===== src/lph_pkg.sv =====
// Shared types and constants for the linear probe hash table.
// Used by lph_mod, linear_probe_hash_table and the testbench; depends on nothing.
package lph_pkg;

   localparam int unsigned KEY_WIDTH           = 31;
   localparam int unsigned OP_WIDTH            = 2;
   localparam int unsigned STATUS_WIDTH        = 2;
   localparam int unsigned SLOT_WIDTH          = 10;
   localparam int unsigned CFG_WIDTH           = 11;
   localparam int unsigned TABLE_DEPTH_DEFAULT = 1024;

   localparam logic [CFG_WIDTH-1:0] CFG_RESET = CFG_WIDTH'(1024);

   localparam logic [OP_WIDTH-1:0] OP_INSERT = 2'd0;
   localparam logic [OP_WIDTH-1:0] OP_DELETE = 2'd1;
   localparam logic [OP_WIDTH-1:0] OP_SEARCH = 2'd2;

   localparam logic [STATUS_WIDTH-1:0] STATUS_OK      = 2'd0;
   localparam logic [STATUS_WIDTH-1:0] STATUS_MISSING = 2'd1;
   localparam logic [STATUS_WIDTH-1:0] STATUS_FULL    = 2'd2;
   localparam logic [STATUS_WIDTH-1:0] STATUS_PRESENT = 2'd3;

   typedef struct packed {
      logic [OP_WIDTH-1:0]  op;
      logic [KEY_WIDTH-1:0] key;
   } req_type;

   typedef struct packed {
      logic [STATUS_WIDTH-1:0] status;
      logic [SLOT_WIDTH-1:0]   slot;
   } rsp_type;

endpackage


===== src/lph_mod.sv =====
// Bit-serial remainder unit: key modulo the live table size, one bit a cycle.
// Depends on lph_pkg.
module lph_mod #(
   parameter int unsigned TABLE_DEPTH = lph_pkg::TABLE_DEPTH_DEFAULT,
   localparam int unsigned NW = $clog2(TABLE_DEPTH + 1),
   localparam int unsigned AW = $clog2(TABLE_DEPTH)
) (
   input  logic                           clock,
   input  logic                           reset,
   input  logic                           start,
   input  logic [lph_pkg::KEY_WIDTH-1:0]  dividend,
   input  logic [NW-1:0]                  divisor,
   output logic                           done,
   output logic [AW-1:0]                  remainder
);
   import lph_pkg::*;

   localparam int unsigned CW = $clog2(KEY_WIDTH);

   logic                 busy_ff, busy_in;
   logic                 done_ff, done_in;
   logic [KEY_WIDTH-1:0] dvd_ff, dvd_in;
   logic [NW-1:0]        rem_ff, rem_in;
   logic [CW-1:0]        cnt_ff, cnt_in;
   logic [NW:0]          shifted;
   logic [NW:0]          diff;

   assign shifted = {rem_ff, dvd_ff[KEY_WIDTH-1]};
   assign diff    = shifted - {1'b0, divisor};

   always_comb begin
      busy_in = busy_ff;
      done_in = 1'b0;
      dvd_in  = dvd_ff;
      rem_in  = rem_ff;
      cnt_in  = cnt_ff;
      if (start) begin
         busy_in = 1'b1;
         dvd_in  = dividend;
         rem_in  = '0;
         cnt_in  = CW'(KEY_WIDTH - 1);
      end else if (busy_ff) begin
         dvd_in = dvd_ff << 1;
         rem_in = (shifted >= {1'b0, divisor}) ? diff[NW-1:0] : shifted[NW-1:0];
         cnt_in = cnt_ff - 1'b1;
         if (cnt_ff == '0) begin
            busy_in = 1'b0;
            done_in = 1'b1;
         end
      end
   end

   always_ff @(posedge clock) begin
      if (reset) begin
         busy_ff <= 1'b0;
         done_ff <= 1'b0;
      end else begin
         busy_ff <= busy_in;
         done_ff <= done_in;
      end
   end

   always_ff @(posedge clock) begin
      dvd_ff <= dvd_in;
      rem_ff <= rem_in;
      cnt_ff <= cnt_in;
   end

   assign done      = done_ff;
   assign remainder = rem_ff[AW-1:0];

endmodule


===== config.mk =====
export PLATFORM = sky130hd
export DESIGN_NAME = lph_mod
export DESIGN_NICKNAME = d
export VERILOG_FILES = /design/src/lph_pkg.sv /design/src/lph_mod.sv
export SDC_FILE = /design/constraint.sdc
export NUM_CORES = 1
export LEC_CHECK = 0
export BUFFER_PORTS_ARGS = -buffer_cell sky130_fd_sc_hd__buf_4
export CORE_MARGIN = 4
export CORE_UTILIZATION = 50
export CTS_CLUSTER_DIAMETER = 200
export DETAILED_ROUTE_END_ITERATION = 12
export HOLD_SLACK_MARGIN = 0.15
export PLACE_DENSITY = 0.73
export SLEW_MARGIN = 20
export SYNTH_ARGS = -nofsm -noshare
export SYNTH_HDL_FRONTEND = slang
export SYNTH_SLANG_ARGS = --single-unit
export TNS_END_PERCENT = 100

===== constraint.sdc =====
create_clock -name clock -period 2.5 [get_ports clock]
set_input_delay 0.375 -clock clock [delete_from_list [all_inputs] [get_ports clock]]
set_output_delay 0.375 -clock clock [all_outputs]
set_load 0.05 [all_outputs]

==> impl_metrics.py, run 1 <==
metrics = {
    "outcome": {
        "run_status": "finished clean",
    },
    "clock_network": {
        "clockBufferDepth": 2,
        "numClockSinks": 49,
        "postCtsSetupRepairBufs": 0,
        "tritoncts.num_buffers": 5,
        "cts_htree_levels": 2,
        "insertion_delay_ns": 0.30,
        "ctsResizeCount": 0,
        "clk_pin_slew_worst_paths_ns": 0.10,
        "cts_tree": "done",
        "clock_tree.root_cell": "clkbuf_8",
        "cts-hold-fix-buffers": 0,
    },
    "setup_path": {
        "timing.setup.critical_path_class": "reg2reg",
        "crit_required_ns": 2.72,
        "critical_path.endpoint_type": "register",
        "timing.reg2reg.setup_slack_ns": 0.25,
        "critical_path_peak_fanout": 10,
        "r2r-start": "rem_ff[8]",
        "cp_slowest_stage_delay_ns": 0.44,
        "critPathSlowestCell": "a211oi_4",
        "cp_cell_sequence": "ha_1, a21o_1, a211o_1, a211oi_4, nand3_1, a311oi_1",
        "cp.arrival_ns": 2.46,
        "worst_r2r_path_depth": 6,
        "r2r_end": "rem_ff[5]",
        "element_type_at_the_critical_path_start": "register",
    },
    "timing": {
        "fin_hold_ws_ns": 0.235,
        "setup_viol": 0,
        "report.final.hold_viol_count": 0,
        "max_freq_mhz": 445,
        "finalMaxSlewViolations": 0,
        "fin_tns_setup_ns": 0,
        "finClkSkew_ns": 0.00814,
        "finalWorstSetupSlack_ns": 0.254,
        "worstMarginPinSlew_ns": 0.537,
        "tcrit_tclk_final_pct": 89.8,
        "slew_headroom_pct": 64.2,
        "rsz0062_at_grt": "no",
        "min_period_ns": 2.25,
    },
    "drt": {
        "detailedRoute.firstPassIterationCount": 4,
        "drt_drc_violations_left": 0,
        "wl_per_cell_um": 15.7,
        "detailedRoute.firstIterationViolations": 206,
        "routed_via_density": 5.64,
        "routed-via-count": 2256,
        "routed_wirelength_mm": 6.30,
        "detail-route-antenna-nets": 0,
    },
    "logic_synthesis": {
        "yosys_register_bits": 49,
        "postSynthAreaPerCell_um2": 10.4,
        "synth_async_sr_flop_share_pct": 0,
        "synth_sequential_area_ratio_pct": 44.0,
        "unique_masters_post_synth": 52,
        "synthFlopType": "edfxtp_1",
        "number_of_enable_flip_flop_cells_after_synthesis": 31,
        "syn-instance-count": 281,
        "syn_nets": 340,
        "post_synth_instance_area_um2": 2930,
        "synth.yosys.warnings": 0,
    },
    "power_and_ir_drop": {
        "max-vdd-ir-drop_mv": 0.401,
        "p_int_mw": 1.50,
        "power-per-cell-area_nw_per_um2": 613,
        "totalPowerFinal_mw": 2.12,
        "netSwitchingFraction_pct": 29.6,
        "comb_power_share_pct": 26.1,
        "psw_mw": 0.629,
        "power_leakage_nw": 1.46,
        "p_clk_share_pct": 27.5,
        "seq_power_share_pct": 46.4,
    },
    "global_route": {
        "grt_util_met3_pct": 3.53,
        "globalRouteOverflowTotal": 0,
        "busiest_layer": "met2",
        "globalRouteMet2Util_pct": 31.1,
        "grt_pass1_vias": 2239,
        "grt_antenna_before_repair": 0,
        "grt_pass1_wl_mm": 10.4,
        "grt_max_degree": 32,
        "track_usage_pct": 17.8,
        "global_route.usage.met1_pct": 22.6,
    },
    "finish": {
        "finalCoreUtilization_pct": 61.8,
        "layout.cells.most_common_list": "62 x buf_4, 31 x mux2_2, 31 x edfxtp_1, 22 x nor2_1, 20 x inv_1",
        "layoutNonFillerInstCount": 400,
        "drive_gt1_share_pct": 32.6,
        "areaGrowthSynthToFinish_pct": 18.2,
        "post-route-cell-area_um2": 3470,
        "antennaDiodeCount": 0,
        "layout.cells.most_common": "buf_4",
        "fin_nets": 386,
    },
    "die": {
        "floorplan.core_area_um2": 5610,
        "floorplan.initialDensity_pct": 52.3,
        "die_height_um": 84.6,
        "ioPinCount": 56,
        "dieArea_um2": 7150,
        "floorplan.die.width_um": 84.6,
        "row_count": 27,
    },
    "placement": {
        "gpl.final_weighted_congestion": 0.871,
        "post-place-cells": 392,
        "io_buffers": 55,
        "place_area_um2": 3350,
        "place_hpwl_mm": 4.52,
        "detailedPlace.worstSlack_ns": 0.105,
    },
    "worst_hold_path": {
        "timing.hold.worst_path_depth": 2,
        "holdCritPathClass": "in2reg",
        "timing.hold.worst_endpoint": "busy_ff",
        "worst_hold_startpoint": "reset",
    },
    "flow_run": {
        "number_of_max_cap_violations": 0,
    },
}
==> state kept, by name, indices dropped and copies added (netlist names) <==
register and flops:
rem_ff 11, busy_ff 1, done 1, dvd_ff 31, cnt_ff 5
==> metal layers <==
layer,part of all wire (%),vias up
li1,-,1105
met1,40,1057
met2,51,86
met3,8.0,8
met4,1.0,0
met5,0,-
==> critical path: cells and delay by family (launching register included) <==
kind	cells	cell delay (ns)
flops	1	0.35
simple gates	1	0.13
compound gates	4	1.30
fa+ha+maj	1	0.37
==> cell families (layout without fill, tap and decap cells) <==
family / after synthesis / after routing / share of synthesized area (%)
AO/OA/AOI/OAI: 57 / 57 / 14.3
XOR/XNOR: 6 / 6 / 1.79
adder cells (fa/ha/maj): 14 / 14 / 6.23
buffers and inverters: 44 / 91 / 7.38
flip-flops: 49 / 49 / 44.0
multiplexers: 31 / 31 / 11.9
AND/OR/NAND/NOR: 80 / 80 / 14.4
==> synth_stat cells (3+ instances only) <==
cell type | n | area (um2)
edfxtp_1 | 31 | 931
mux2_2 | 31 | 349
nor2_1 | 22 | 82.6
inv_1 | 20 | 75.1
dfxtp_1 | 18 | 360
ha_1 | 13 | 163
nand2_1 | 12 | 45.0
buf_4 | 11 | 82.6
a21oi_1 | 10 | 50.1
nand3_1 | 10 | 50.1
nand2b_1 | 9 | 56.3
o21ai_0 | 7 | 35.0
o21ai_1 | 7 | 35.0
clkbuf_1 | 6 | 22.5
nor3b_1 | 6 | 45.0
a311oi_1 | 5 | 43.8
and3_1 | 5 | 31.3
nor3_1 | 5 | 25.0
xnor2_1 | 5 | 43.8
a211o_1 | 4 | 35.0
a21o_1 | 3 | 22.5
a31oi_1 | 3 | 18.8
buf_1 | 3 | 11.3
==> power by group through the flow <==
| stage | Combinational, mW | Clock (mW) | Sequential (mW) |
|---|---|---|---|
| 3_5_place_dp | 0.547 | 0 | 1.00 |
| 3_3_place_gp | 0.536 | 0 | 1.00 |
| 6_report | 0.554 | 0.584 | 0.986 |
| 2_1_floorplan | 0.413 | 0 | 0.991 |
| 4_1_cts | 0.553 | 0.589 | 0.987 |
| 5_1_grt | 0.606 | 0.622 | 0.995 |
==> final cells by class <==
class / instances / area, um2
clock buffer: 5 / 68.8
clock inverter: 3 / 46.3
fill: 468 / 2140
inverter: 21 / 78.8
multi-input combinational: 188 / 1430
sequential: 49 / 1290
tap: 72 / 90.1
timing repair buffer: 62 / 465
==> how the worst max path moves through the flow <==
stage / endpoint / slack, ns / startpoint / cells after the start
after global placement: rem_ff[5] / 0.20 / divisor[9] / 8
after detailed placement: rem_ff[5] / 0.11 / divisor[9] / 8
after CTS: rem_ff[5] / 0.24 / rem_ff[8] / 6
final: rem_ff[5] / 0.25 / rem_ff[8] / 6
after global routing: rem_ff[5] / 0.07 / rem_ff[8] / 6
after floorplan: rem_ff[3] / 0.33 / divisor[0] / 8
Note: power is estimated with default switching activity, not from simulation.
==> run 2: changes to the inputs <==
--- a/config.mk
+++ b/config.mk
@@ -6,6 +6,7 @@
 export NUM_CORES = 1
 export LEC_CHECK = 0
 export BUFFER_PORTS_ARGS = -buffer_cell sky130_fd_sc_hd__buf_4
+export CORE_ASPECT_RATIO = 0.6
 export CORE_MARGIN = 4
 export CORE_UTILIZATION = 50
 export CTS_CLUSTER_DIAMETER = 200
==> impl_metrics.py, run 2 (synthesis gave the netlist of run 1 again) <==
metrics = {
    "die": {
        "floorplan.die.width_um": 107,
        "floorplan.initialDensity_pct": 52.2,
        "die_height_um": 67.3,
        "floorplan.core_area_um2": 5620,
        "row_count": 21,
        "dieArea_um2": 7200,
        "ioPinCount": 56,
    },
    "global_route": {
        "grt_pass1_vias": 2045,
        "grt_max_degree": 32,
        "track_usage_pct": 17.6,
        "grt_pass1_wl_mm": 10.0,
        "globalRouteOverflowTotal": 0,
        "grt_antenna_before_repair": 0,
    },
    "drt": {
        "routed_wirelength_mm": 6.05,
        "detail-route-antenna-nets": 0,
        "routed-via-count": 2157,
        "detailedRoute.firstIterationViolations": 109,
        "routed_via_density": 5.30,
        "detailedRoute.firstPassIterationCount": 6,
        "drt_drc_violations_left": 0,
        "wl_per_cell_um": 14.9,
    },
    "finish": {
        "finalCoreUtilization_pct": 61.6,
        "largest_register": "dvd_ff",
        "layout.cells.most_common": "buf_4",
        "areaGrowthSynthToFinish_pct": 18.1,
        "area_taken_by_multi_input_logic_gates_um2": 1430,
        "antennaDiodeCount": 0,
        "flip_flop_count_of_the_largest_register_after_layout": 31,
        "fin_nets": 385,
        "final.fill_count": 482,
        "layout.cells.most_common_list": "61 x buf_4, 31 x mux2_2, 31 x edfxtp_1, 22 x nor2_1, 20 x inv_1",
        "layoutNonFillerInstCount": 407,
        "drive_gt1_share_pct": 32.1,
        "seq_area_um2": 1290,
        "reg_top3": "dvd_ff (31), rem_ff (11), cnt_ff (5)",
    },
    "worst_hold_path": {
        "timing.hold.worst_path_depth": 2,
        "worst_hold_startpoint": "reset",
        "timing.hold.worst_endpoint": "busy_ff",
        "holdCritPathClass": "in2reg",
    },
    "power_and_ir_drop": {
        "power_leakage_nw": 1.45,
        "power-per-cell-area_nw_per_um2": 601,
        "max-vdd-ir-drop_mv": 0.314,
        "totalPowerFinal_mw": 2.08,
    },
    "clock_network": {
        "cts-hold-fix-buffers": 0,
        "clk_pin_slew_worst_paths_ns": 0.09,
        "cts_htree_levels": 2,
        "clock_tree.root_cell": "clkbuf_8",
        "tritoncts.num_buffers": 5,
        "numClockSinks": 49,
        "ctsResizeCount": 0,
        "cts_tree": "done",
        "insertion_delay_ns": 0.29,
        "postCtsSetupRepairBufs": 0,
        "clockBufferDepth": 2,
    },
    "timing": {
        "report.final.hold_viol_count": 0,
        "max_freq_mhz": 434,
        "fin_tns_setup_ns": 0,
        "fin_hold_ws_ns": 0.252,
        "setup_viol": 0,
        "slew_headroom_pct": 62.2,
        "finClkSkew_ns": 0.00221,
        "tcrit_tclk_final_pct": 92.1,
        "min_period_ns": 2.30,
        "finalMaxSlewViolations": 0,
        "worstMarginPinSlew_ns": 0.567,
        "rsz0062_at_grt": "no",
    },
    "placement": {
        "place_hpwl_mm": 4.50,
        "io_buffers": 55,
        "post-place-cells": 399,
        "gpl.final_weighted_congestion": 0.866,
    },
    "setup_path": {
        "critical_path_peak_fanout": 10,
        "timing.setup.critical_path_class": "reg2reg",
        "r2r_end": "rem_ff[10]",
        "worst_r2r_path_depth": 9,
        "r2r-start": "dvd_ff[30]",
        "element_type_at_the_critical_path_start": "register",
        "cp.arrival_ns": 2.47,
        "crit_required_ns": 2.67,
        "worst_setup_path_startpoint": "dvd_ff[30]",
        "timing.reg2reg.setup_slack_ns": 0.20,
        "critical_path.endpoint_type": "register",
    },
    "outcome": {
        "run_status": "finished clean",
    },
    "flow_run": {
        "number_of_max_cap_violations": 0,
    },
}
-- run 2: worst max-delay path by stage --
stage,endpoint,slack [ns]
final,rem_ff[10],0.20
after floorplan,rem_ff[3],0.33
after global routing,rem_ff[10],0.02
after CTS,rem_ff[7],0.22
after detailed placement,rem_ff[7],0.09
after global placement,rem_ff[9],0.17
-- run 2: area by class of cell --
cell class | count | area share [%]
clock buffers | 5 | 1.99
clock inverters | 3 | 1.19
inverters | 21 | 2.28
multi-input cells | 188 | 41.1
flip-flops and latches | 49 | 37.3
well taps | 80 | 2.89
repair buffers | 61 | 13.2
-- run 2: layer usage --
layer / routed length [um] / GRT usage, % / share of wire (%) / vias up
met3: 397 / 4.49 / 6.6 / 2
li1: - / - / - / 1103
met4: 11 / 1.91 / 0.18 / 0
met1: 3110 / 27.9 / 51 / 996
met2: 2530 / 24.7 / 42 / 56
met5: 0 / 0 / 0 / -
-- run 2: power by group --
part | switching, mW | internal, mW | total (mW)
combinational | 0.303 | 0.246 | 0.548
clock | 0.253 | 0.295 | 0.548
sequential | 0.0381 | 0.948 | 0.986
total | 0.594 | 1.49 | 2.08
-- run 2: worst max-delay path, cell delays in order (launching register included) --
cell and delay (ns):
edfxtp_1 0.33, inv_1 0.06, ha_1 0.20, fa_1 0.40, nand2b_1 0.19, a21oi_2 0.20, buf_4 0.15, o2111ai_2 0.33
a21oi_1 0.26, a21oi_1 0.08
-- run 2: through the flow --
step | area [um2] | setup slack, ns
floorplan | 2930 | 0.328
global placement | 3350 | 0.169
detailed placement | 3350 | 0.0897
CTS | 3460 | 0.224
global route | 3460 | 0.0219
finish | 3460 | 0.198
